### src/sv/hcbd_pkg.sv
// Shared types, codes and helpers of the HTTP chunked body decoder.
package hcbd_pkg;

    localparam int SIZE_BITS_DEF = 32;

    typedef logic [7:0] t_byte;

    localparam t_byte CH_CR   = 8'h0D;
    localparam t_byte CH_LF   = 8'h0A;
    localparam t_byte CH_SEMI = 8'h3B;

    typedef enum logic [2:0] {
        PH_SIZE,
        PH_SIZE_CR,
        PH_EXT,
        PH_DATA,
        PH_TRAIL_CR,
        PH_TRAIL_LF,
        PH_DONE
    } t_phase;

    typedef enum logic [1:0] {
        ST_OK,
        ST_MALFORMED,
        ST_TRUNCATED
    } t_status;

    // One registered input word.
    typedef struct packed {
        logic  valid;
        t_byte in_byte;
        logic  body_end;
    } t_item;

    // One result word as it leaves the decoder.
    typedef struct packed {
        t_byte   out_byte;
        logic    payload_valid;
        logic    body_done;
        t_status status;
    } t_result;

    typedef struct packed {
        logic       ok;
        logic [3:0] val;
    } t_hex;

    // Letters in either case share the low nibble pattern, so a+9 gives the value.
    function automatic t_hex hex_digit(input t_byte ch);
        t_hex h;
        h.ok  = 1'b0;
        h.val = ch[3:0];
        if (ch inside {[8'h30:8'h39]}) begin
            h.ok = 1'b1;
        end else if (ch inside {[8'h41:8'h46], [8'h61:8'h66]}) begin
            h.ok  = 1'b1;
            h.val = ch[3:0] + 4'd9;
        end
        return h;
    endfunction

endpackage

### src/sv/hcbd_if.sv
// Valid/ready channel interfaces for the decoder's input and result words.
interface hcbd_in_if;
    import hcbd_pkg::*;

    logic  valid;
    logic  ready;
    t_byte in_byte;
    logic  body_end;

    modport source (output valid, output in_byte, output body_end, input ready);
    modport sink   (input valid, input in_byte, input body_end, output ready);
endinterface

interface hcbd_out_if;
    import hcbd_pkg::*;

    logic    valid;
    logic    ready;
    t_byte   out_byte;
    logic    payload_valid;
    logic    body_done;
    t_status status;

    modport source (output valid, output out_byte, output payload_valid,
                    output body_done, output status, input ready);
    modport sink   (input valid, input out_byte, input payload_valid,
                    input body_done, input status, output ready);
endinterface

### src/sv/hcbd_in_reg.sv
// Input register stage: captures an input word per cycle unless stalled.
module hcbd_in_reg (
    input  logic            i_clk,
    input  logic            i_rst_n,
    hcbd_in_if.sink         i_in,
    input  logic            i_advance,
    output hcbd_pkg::t_item o_item
);
    import hcbd_pkg::*;

    logic  r_valid;
    t_byte r_byte;
    logic  r_end;

    assign i_in.ready = !r_valid || i_advance;

    always_ff @(posedge i_clk) begin
        if (!i_rst_n) begin
            r_valid <= 1'b0;
        end else if (i_in.ready) begin
            r_valid <= i_in.valid;
        end
    end

    always_ff @(posedge i_clk) begin
        if (i_in.valid && i_in.ready) begin
            r_byte <= i_in.in_byte;
            r_end  <= i_in.body_end;
        end
    end

    assign o_item.valid    = r_valid;
    assign o_item.in_byte  = r_byte;
    assign o_item.body_end = r_end;
endmodule

### src/sv/hcbd_step.sv
// Next-state and result logic of the chunked body parser for one byte.
module hcbd_step #(
    parameter int SIZE_BITS = hcbd_pkg::SIZE_BITS_DEF
) (
    input  hcbd_pkg::t_phase       i_phase,
    input  logic [SIZE_BITS-1:0]   i_size_accum,
    input  logic                   i_digit_seen,
    input  logic [SIZE_BITS-1:0]   i_bytes_left,
    input  hcbd_pkg::t_byte        i_in_byte,
    input  logic                   i_body_end,
    output hcbd_pkg::t_phase       o_phase,
    output logic [SIZE_BITS-1:0]   o_size_accum,
    output logic                   o_digit_seen,
    output logic [SIZE_BITS-1:0]   o_bytes_left,
    output logic                   o_has_result,
    output hcbd_pkg::t_result      o_result
);
    import hcbd_pkg::*;

    t_hex                 hex;
    logic                 do_size;
    logic                 do_end;
    logic                 pay;
    logic                 done;
    t_status              status;
    logic [SIZE_BITS-1:0] left_dec;

    assign hex      = hex_digit(i_in_byte);
    assign left_dec = (i_bytes_left != '0) ? i_bytes_left - SIZE_BITS'(1) : i_bytes_left;

    always_comb begin
        o_phase      = i_phase;
        o_size_accum = i_size_accum;
        o_digit_seen = i_digit_seen;
        o_bytes_left = i_bytes_left;
        do_size      = 1'b0;
        do_end       = 1'b0;
        pay          = 1'b0;
        done         = 1'b0;
        status       = ST_OK;

        case (i_phase)
            PH_SIZE: begin
                do_size = 1'b1;
            end
            PH_SIZE_CR: begin
                if (i_in_byte == CH_LF) begin
                    do_end = 1'b1;
                end else begin
                    done   = 1'b1;
                    status = ST_MALFORMED;
                end
            end
            PH_EXT: begin
                do_end = (i_in_byte == CH_LF);
            end
            PH_DATA: begin
                pay          = 1'b1;
                o_bytes_left = left_dec;
                if (left_dec == '0) begin
                    o_phase = PH_TRAIL_CR;
                end
            end
            PH_TRAIL_CR: begin
                if (i_in_byte == CH_CR) begin
                    o_phase = PH_TRAIL_LF;
                end else if (i_in_byte == CH_LF) begin
                    o_phase = PH_SIZE;
                end else begin
                    do_size = 1'b1;
                end
            end
            PH_TRAIL_LF: begin
                o_phase = PH_SIZE;
                do_size = (i_in_byte != CH_LF);
            end
            default: begin
            end
        endcase

        // A byte of the size line proper.
        if (do_size) begin
            if (hex.ok) begin
                o_size_accum = {i_size_accum[SIZE_BITS-5:0], hex.val};
                o_digit_seen = 1'b1;
                o_phase      = PH_SIZE;
            end else if (i_in_byte == CH_SEMI) begin
                o_phase = PH_EXT;
            end else if (i_in_byte == CH_CR) begin
                o_phase = PH_SIZE_CR;
            end else if (i_in_byte == CH_LF) begin
                do_end = 1'b1;
            end else begin
                done   = 1'b1;
                status = ST_MALFORMED;
            end
        end

        if (do_end) begin
            if (!i_digit_seen) begin
                done   = 1'b1;
                status = ST_MALFORMED;
            end else if (i_size_accum == '0) begin
                done   = 1'b1;
                status = ST_OK;
            end else begin
                o_bytes_left = i_size_accum;
                o_phase      = PH_DATA;
            end
            o_size_accum = '0;
            o_digit_seen = 1'b0;
        end

        if (done) begin
            o_phase = PH_DONE;
        end

        // The last byte of a body restarts the parser; truncation if undecided.
        if (i_body_end) begin
            if (!done && i_phase != PH_DONE) begin
                done   = 1'b1;
                status = ST_TRUNCATED;
            end
            o_phase      = PH_SIZE;
            o_size_accum = '0;
            o_digit_seen = 1'b0;
            o_bytes_left = '0;
        end

        o_has_result           = pay || done;
        o_result.out_byte      = pay ? i_in_byte : '0;
        o_result.payload_valid = pay;
        o_result.body_done     = done;
        o_result.status        = done ? status : ST_OK;
    end
endmodule

### src/sv/http_chunked_body_decoder_core.sv
// Decodes an HTTP chunked body at one byte per clock. Each accepted word passes an input
// register, then one short step of parse logic updates the size, count and phase registers
// and loads the result register, and a new word is taken every cycle while the result
// side keeps up. A word yields a result only when it carries a payload byte or decides
// the body's outcome; the status is success, malformed size line, or truncated body, and
// the parser is back at the start of a size line after the word flagged as the body's
// end.
module http_chunked_body_decoder_core #(
    parameter int SIZE_BITS = hcbd_pkg::SIZE_BITS_DEF
) (
    input  logic        i_clk,
    input  logic        i_rst_n,
    hcbd_in_if.sink     i_in,
    hcbd_out_if.source  o_out
);
    import hcbd_pkg::*;

    t_item                r_item;
    logic                 advance;

    t_phase               r_phase;
    t_phase               n_phase;
    logic [SIZE_BITS-1:0] r_size_accum;
    logic [SIZE_BITS-1:0] n_size_accum;
    logic                 r_digit_seen;
    logic                 n_digit_seen;
    logic [SIZE_BITS-1:0] r_bytes_left;
    logic [SIZE_BITS-1:0] n_bytes_left;

    logic                 has_result;
    t_result              step_result;
    logic                 r_out_valid;
    t_result              r_out;

    assign advance = r_item.valid && (!r_out_valid || o_out.ready);

    hcbd_in_reg u_in_reg (
        .i_clk     (i_clk),
        .i_rst_n   (i_rst_n),
        .i_in      (i_in),
        .i_advance (advance),
        .o_item    (r_item)
    );

    hcbd_step #(
        .SIZE_BITS (SIZE_BITS)
    ) u_step (
        .i_phase      (r_phase),
        .i_size_accum (r_size_accum),
        .i_digit_seen (r_digit_seen),
        .i_bytes_left (r_bytes_left),
        .i_in_byte    (r_item.in_byte),
        .i_body_end   (r_item.body_end),
        .o_phase      (n_phase),
        .o_size_accum (n_size_accum),
        .o_digit_seen (n_digit_seen),
        .o_bytes_left (n_bytes_left),
        .o_has_result (has_result),
        .o_result     (step_result)
    );

    always_ff @(posedge i_clk) begin
        if (!i_rst_n) begin
            r_phase      <= PH_SIZE;
            r_size_accum <= '0;
            r_digit_seen <= 1'b0;
            r_bytes_left <= '0;
        end else if (advance) begin
            r_phase      <= n_phase;
            r_size_accum <= n_size_accum;
            r_digit_seen <= n_digit_seen;
            r_bytes_left <= n_bytes_left;
        end
    end

    always_ff @(posedge i_clk) begin
        if (!i_rst_n) begin
            r_out_valid <= 1'b0;
        end else if (advance && has_result) begin
            r_out_valid <= 1'b1;
        end else if (o_out.ready) begin
            r_out_valid <= 1'b0;
        end
    end

    always_ff @(posedge i_clk) begin
        if (advance && has_result) begin
            r_out <= step_result;
        end
    end

    assign o_out.valid         = r_out_valid;
    assign o_out.out_byte      = r_out.out_byte;
    assign o_out.payload_valid = r_out.payload_valid;
    assign o_out.body_done     = r_out.body_done;
    assign o_out.status        = r_out.status;

    a_result_not_empty: assert property (@(posedge i_clk) disable iff (!i_rst_n)
        r_out_valid |-> (r_out.payload_valid || r_out.body_done))
        else $error("result word carries neither payload nor outcome");

    a_status_only_with_done: assert property (@(posedge i_clk) disable iff (!i_rst_n)
        (r_out_valid && !r_out.body_done) |-> (r_out.status == ST_OK))
        else $error("nonzero status without body_done");

    a_data_count_nonzero: assert property (@(posedge i_clk) disable iff (!i_rst_n)
        (r_phase == PH_DATA) |-> (r_bytes_left != '0))
        else $error("data phase with no bytes left");

    a_body_end_restarts: assert property (@(posedge i_clk) disable iff (!i_rst_n)
        (advance && r_item.body_end) |=>
            (r_phase == PH_SIZE && !r_digit_seen && r_size_accum == '0))
        else $error("parser not back at size line after body end");

endmodule

### src/flat_wrapper.sv
// flat-port wrapper written by rule: the top's interface ports become plain ports
module http_chunked_body_decoder_core_flat import hcbd_pkg::*;
#(
    parameter int SIZE_BITS = hcbd_pkg::SIZE_BITS_DEF
)
  (i_clk, i_rst_n, i_in_valid, i_in_in_byte, i_in_body_end, i_in_ready, o_out_valid, o_out_out_byte, o_out_payload_valid, o_out_body_done, o_out_status, o_out_ready);
  hcbd_in_if i_in_i ();
  hcbd_out_if o_out_i ();
  input  logic i_clk;
  input  logic i_rst_n;
  input wire logic [$bits(i_in_i.valid)-1:0] i_in_valid;
  input wire logic [$bits(i_in_i.in_byte)-1:0] i_in_in_byte;
  input wire logic [$bits(i_in_i.body_end)-1:0] i_in_body_end;
  output wire logic [$bits(i_in_i.ready)-1:0] i_in_ready;
  output wire logic [$bits(o_out_i.valid)-1:0] o_out_valid;
  output wire logic [$bits(o_out_i.out_byte)-1:0] o_out_out_byte;
  output wire logic [$bits(o_out_i.payload_valid)-1:0] o_out_payload_valid;
  output wire logic [$bits(o_out_i.body_done)-1:0] o_out_body_done;
  output wire logic [$bits(o_out_i.status)-1:0] o_out_status;
  input wire logic [$bits(o_out_i.ready)-1:0] o_out_ready;
  assign i_in_i.valid = i_in_valid;
  assign i_in_i.in_byte = i_in_in_byte;
  assign i_in_i.body_end = i_in_body_end;
  assign i_in_ready = i_in_i.ready;
  assign o_out_valid = o_out_i.valid;
  assign o_out_out_byte = o_out_i.out_byte;
  assign o_out_payload_valid = o_out_i.payload_valid;
  assign o_out_body_done = o_out_i.body_done;
  assign o_out_status = o_out_i.status;
  assign o_out_i.ready = o_out_ready;
  http_chunked_body_decoder_core #(.SIZE_BITS(SIZE_BITS)) u_core (.i_clk(i_clk), .i_rst_n(i_rst_n), .i_in(i_in_i), .o_out(o_out_i));
endmodule
### config.mk
export PLATFORM = sky130hd
export DESIGN_NAME = http_chunked_body_decoder_core_flat
export DESIGN_NICKNAME = d
export VERILOG_FILES = /design/src/sv/hcbd_pkg.sv /design/src/sv/hcbd_if.sv /design/src/sv/hcbd_in_reg.sv /design/src/sv/hcbd_step.sv /design/src/sv/http_chunked_body_decoder_core.sv /design/src/flat_wrapper.sv
export SDC_FILE = /design/constraint.sdc
export NUM_CORES = 1
export LEC_CHECK = 0
export ABC_AREA = 1
export BUFFER_PORTS_ARGS = -buffer_cell sky130_fd_sc_hd__buf_4
export CORE_UTILIZATION = 30
export DETAILED_ROUTE_END_ITERATION = 7
export PLACE_DENSITY = 0.49
export SLEW_MARGIN = 10
export SYNTH_ARGS = -nofsm -noshare
export SYNTH_HDL_FRONTEND = slang
export SYNTH_SLANG_ARGS = --single-unit
### constraint.sdc
create_clock -name i_clk -period 2.24 [get_ports i_clk]
set_clock_uncertainty 0.05 [all_clocks]
set_input_delay 0.112 -clock i_clk [delete_from_list [all_inputs] [get_ports i_clk]]
set_output_delay 0.112 -clock i_clk [all_outputs]
set_load 0.005 [all_outputs]
# Word-level counts from Yosys, hierarchy flattened
# Index checks and enable logic that the tools add are counted.
[word_totals]
ff_bits = 91
input_bits = 13
out_inout_bits = 14
wordCells = 118
[classes]
add_sub_neg = 2
magnitude_cmp = 6
eq_ne = 10
n_mux = 66
reduce_logical = 22
[ops]
columns = ["op", "count"]
rows = [
  ["$mux 32", 10],
  ["$logic_not 32->1", 2],
  ["$mux 3", 12],
  ["$reduce_bool 32->1", 1],
  ["$sub 32x1->32 const B", 1],
  ["$mux 1", 29],
  ["$mux 2", 10],
  ["$eq 8x4->1 const B", 2],
  ["$ge 8x7->1 const B", 2],
  ["$le 8x7->1 const B", 2],
  ["$pmux 3 s3", 1],
  ["$eq 8x6->1 const B", 1],
  ["$ge 8x6->1 const B", 1],
  ["$le 8x6->1 const B", 1],
  ["$ne 8x4->1 const B", 1],
  ["$logic_and 1x1->1", 7],
  ["$eq 3x2->1 const B", 2],
  ["$eq 3x3->1 const B", 2],
  ["$reduce_bool 3->1", 2],
  ["$mux 5", 1],
  ["$add 4x4->4 const B", 1],
  ["$mux 4", 1],
  ["$reduce_bool 2->1", 2],
  ["$eq 3x1->1 const B", 1],
  ["other kinds (7)", 11],
]

# Depth between registers and ports, before layout
[depth]
word_depth = 18
ltp_mapped = 20
depth_no_buf = 20

# Cells and area by module
# A second synthesis with hierarchy kept.
[hier_totals]
cells_unflattened = 1172
area_unflattened_um2 = 6936.7
[modules_own_cells]
columns = ["mod", "n_inst", "cells_per_inst", "area_per_inst_um2", "seq_area_each_um2"]
rows = [
  ["http_chunked_body_decoder_core", 1, 469, 3510.9, 1741.7],
  ["hcbd_step", 1, 685, 3089.2, 0.0],
  ["hcbd_in_reg", 1, 18, 336.6, 290.3],
]

# Worst setup path after synthesis
# No wires, ideal clock.
[synth_path]
kind = "register -> register"
startpoint = "register u_core.u_in_reg.r_byte[1]"
endpoint = "register u_core.r_out (netlist bit u_core.o_out.body_done) (enable)"
setup_ps = 294
t_arrival_ps = 2067
t_required_ps = 1896
setup_slack_ps = -170
path_stages_with_launch = 16
n_path_buf = 0
synth_period_minus_slack_ps = 2410
path_cell_list = "edfxtp_1 inv_1 ha_1 inv_1 nor4_2 nand2_1 nand2_1 o21ai_2 o21ai_2 inv_1 o21ai_0 nand2_1 inv_1 nand3_1 nand2_1 inv_1"
[synth_between]
elab_chain_cells = 17
elab_cells_between_ends = 41
cone_classes = "order compare: 6; eq/ne: 4; mux: 23; reduce/logical: 8"
[synth_rtl]
columns = ["element", "line", "text"]
rows = [
  ["start, declared", "hcbd_in_reg.sv:12", "t_byte r_byte;"],
  ["start signal, assigned", "hcbd_in_reg.sv:27", "r_byte <= i_in.in_byte;"],
  ["parallel branches: the longest is 10 deep, another holds $ge 8x7->1", "n/a", ""],
  ["$mux 1 (*)", "hcbd_step.sv:99", "if (do_end) begin"],
  ["$logic_not 1->1", "hcbd_step.sv:120", "if (!done && i_phase != PH_DONE) begin"],
  ["$logic_and 1x1->1", "hcbd_step.sv:120", ""],
  ["$mux 1", "hcbd_step.sv:120", ""],
  ["$mux 1 (*)", "hcbd_step.sv:119", "if (i_body_end) begin"],
  ["$logic_or 1x1->1 (*)", "hcbd_step.sv:130", "o_has_result = pay || done;"],
  ["$logic_and 1x1->1 (*)", "http_chunked_body_decoder_core.sv:87", "if (advance && has_result) begin"],
  ["end signal, assigned", "http_chunked_body_decoder_core.sv:88", "r_out <= step_result;"],
  ["end, declared", "http_chunked_body_decoder_core.sv:33", "t_result r_out;"],
]
# Mark *: on every way between the ends.
# A chain may end at the register's enable or synchronous reset.

# Final worst setup path
[layout_path]
startpoint = "register u_core.u_in_reg.r_byte[7]"
endpoint = "register u_core.r_size_accum[0]"
[layout_between]
elab_chain_cells = 10
elab_cells_between_ends = 34
cone_classes = "order compare: 6; eq/ne: 4; mux: 17; reduce/logical: 7"
[layout_rtl]
columns = ["element", "line", "text"]
rows = [
  ["parallel branches: the longest is 10 deep, another holds $ge 8x7->1", "n/a", ""],
  ["end signal, assigned", "http_chunked_body_decoder_core.sv:70", "r_size_accum <= n_size_accum;"],
  ["end, declared", "http_chunked_body_decoder_core.sv:23", "logic [SIZE_BITS-1:0] r_size_accum;"],
]
# Parallel ways; which one is timed is not known. The select of a mux whose other input is x is not followed.

==> results.cfg <==
[hold_path]
hold_start = i_in_valid
hp-class = in -> reg

[detailed_routing]
vias = 6086
drtIter0Drc = 523
drc = 0
drt-total-wl_um = 19100
postRouteAntennaNets = 0
wl_per_cell_um = 15.4
vias_per_cell = 4.89
first_pass_iters = 5

[clock_tree]
cts-root-buf = clkbuf_16
clock_path_buffers = 2
cts_tree = built
numCtsBuffers = 9
clk_pin_slew_ps = 70
worstSkewPairLatency_ps = 350
clock_sinks = 91
cts_htree_levels = 3

[sta]
rsz0062_at_grt = true
report.final.slew_viol_count = 0
whs_ps = 32.6
slew_headroom = 0.455
min_period_ps = 2510
hold_violations = 0
max_clock_freq_mhz = 399
finalSetupViolCount = 82
fin_crit_sh = 1.12
setup_ws_ps = -269
tightest_slew_ps = 816

[floorplanning]
dieWidth_um = 137
floorplan.initialDensity = 0.306
fp.dieH_um = 137
core_um2 = 17900
die_area_um2 = 18800
num_rows = 49
ios = 27

[global_routing]
antenna_found_initial = 0
met2_usage = 0.309
grt_pass1_vias = 5525
met3_usage = 0.0307
track_usage = 0.204
overflow = 0
grt_max_degree = 48
met1_usage = 0.300
busiest_layer = met2
grt_first_pass_wirelength_um = 29300

[status]
violations = setup timing
status = finished with violations

[power_and_ir_drop]
p_per_area_nw_per_um2 = 428
peakVddDrop_mv = 0.386
p_leak_nw = 3.68

[placement]
place_area_um2 = 7000
routabilityCongestion = 0.882
place_inst = 1171
hpwl_um = 13100
pre_cts_slack_ps = -267
port_buffers = 26

[setup_path]
critPathCapture = u_core.r_size_accum[0]
r2r-start = u_core.u_in_reg.r_byte[7]
rr_worst_depth = 16
crit_type = reg -> reg
cp.arrival_ps = 2750
end_kind = flip-flop
rrSetupSlack_ps = -270
required_ps = 2480
timing.rr.end = u_core.r_size_accum[0]
crit_fanout = 7
critPathLaunchType = flip-flop
cp-startpoint = u_core.u_in_reg.r_byte[7]

[yosys]
synth.distinct_cells = 42
synth.avg_cell_area_um2 = 6.85
ys_seq_elements = 91
synth_seq_area_share = 0.371
synth_cells = 800
syn-cell-area_um2 = 5480
ys_warn_count = 0
syn-num-nets = 818

[final_layout]
final_cell_area_um2 = 8380
drive_gt1_frac = 0.389
multi_input_area_um2 = 3440
regArea_um2 = 2050
final_core_util = 0.468
syn_to_final_growth_pct = 53.0
n_antenna_cell = 0
n_fill_cell = 1822
final_net_count = 1028
layoutNonFillerInstCount = 1244

[run]
cap_violations = 0
[per-stage QoR]
| stage | setup TNS, ps | power [W] |
|---|---|---|
| 2_1_floorplan | -373 | 0.00190 |
| 3_3_place_gp | -12940 | 0.00202 |
| 3_5_place_dp | -13110 | 0.00202 |
| 4_1_cts | -11770 | 0.00360 |
| 5_1_grt | -27920 | 0.00373 |
| 6_report | -17370 | 0.00359 |
[worst min-delay path by stage]
stage                                     end  cells after the start  slack [ps]
CTS                   u_core.u_in_reg.r_valid                      3          10
finish                u_core.u_in_reg.r_valid                      3          30
global placement    u_core.u_in_reg.r_byte[0]                      1         240
floorplan           u_core.u_in_reg.r_byte[0]                      0         160
global route          u_core.u_in_reg.r_valid                      3          50
detailed placement  u_core.u_in_reg.r_byte[3]                      1         240
[layout by cell type (no fill, tap or decap), types with 21 or more instances in the layout]
master and count:
nand2_1 223, buf_4 201, a21oi_1 63, o211ai_1 55
dfxtp_1 54, nor2_1 52, inv_1 44, nand2_2 32
nor2_2 24, nor2_4 21, edfxtp_1 21
[power breakdown]
| part | switching (W) | leakage, nW | internal (W) |
|---|---|---|---|
| combinational | 0.000181 | 2.76 | 0.000151 |
| sequential | 0.0000194 | 0.770 | 0.00170 |
| clock | 0.000741 | 0.149 | 0.000793 |
| total | 0.000941 | 3.68 | 0.00265 |
[layer usage]
metal,vias up,wire length [µm]
li1,3110,-
met1,2867,9690
met2,95,8660
met3,14,568
met4,0,203
met5,-,0
[what timing repair did]
item                                   CTS  global route
gates resized for setup                113            58
pin swaps                               40            41
cloned                                   4             5
buffers inserted                        30            12
hold buffers                            10             0
setup endpoints to repair               82            84
endpoints found under the hold margin   10             0
[cells in the mapped netlist, drive strengths merged]
| master | count | area share |
|---|---|---|
| nand2 | 261 | 0.18 |
| nor2 | 97 | 0.076 |
| a21oi | 78 | 0.072 |
| dfxtp | 70 | 0.26 |
| inv | 60 | 0.041 |
| o211ai | 55 | 0.075 |
| o21ai | 31 | 0.030 |
| nand3 | 23 | 0.021 |
| clkbuf | 21 | 0.015 |
| edfxtp | 21 | 0.12 |
| buf | 17 | 0.022 |
| nand4 | 11 | 0.013 |
| nor4 | 11 | 0.014 |
| nor3 | 9 | 0.011 |
| xnor2 | 6 | 0.0096 |
| xor2 | 6 | 0.0096 |
| ha | 5 | 0.011 |
| o311ai | 5 | 0.0094 |
| nand3b | 3 | 0.0041 |
| a31oi | 2 | 0.0023 |
| or2 | 2 | 0.0023 |
| a211o | 1 | 0.0016 |
| a22oi | 1 | 0.0014 |
| and2 | 1 | 0.0011 |
| mux2 | 1 | 0.0021 |
| o21bai | 1 | 0.0014 |
| o31ai | 1 | 0.0014 |
[final cells by class]
cell class | instances | share of cell area
clock buffer | 9 | 0.0269
clock inverter | 7 | 0.00971
inverter | 60 | 0.0302
multi-input combinational | 611 | 0.411
sequential | 91 | 0.245
tap | 229 | 0.0342
timing repair buffer | 236 | 0.242
timing repair inverter | 1 | 0.00105
[logic make-up (layout without fill, tap and decap cells)]
logic type | after synthesis | in the layout | synth area share
simple gates | 418 | 418 | 0.324
compound gates | 175 | 175 | 0.194
buf+inv | 98 | 313 | 0.0777
flops | 91 | 91 | 0.371
xor+xnor | 12 | 12 | 0.0192
fa+ha+maj | 5 | 5 | 0.0114
mux | 1 | 1 | 0.00206
[registers in the layout, indices dropped and copies added (netlist names)]
signal                      flops
u_core.r_bytes_left            32
u_core.r_phase                  3
u_core.o_out.payload_valid      1
u_core.u_in_reg.r_end           1
u_core.u_in_reg.r_byte          8
u_core.o_out.valid              1
u_core.o_out.out_byte           8
u_core.r_digit_seen             1
u_core.u_in_reg.r_valid         1
u_core.o_out.body_done          1
u_core.o_out.status             2
u_core.r_size_accum            32
[critical path, cell delays in order (launching register included)]
cell and delay, ps:
edfxtp_1 420, nor2_2 160, nand2_2 80, buf_6 130, nor4_4 260, nand2_1 110
nand2_2 90, o21ai_4 80, o21ai_2 190, inv_1 90, nor3_2 170, nor2_2 80
buf_6 130, clkinv_8 60, clkbuf_16 150, nand2_1 70, a21oi_2 110
(Power assumes the default switching activity.)
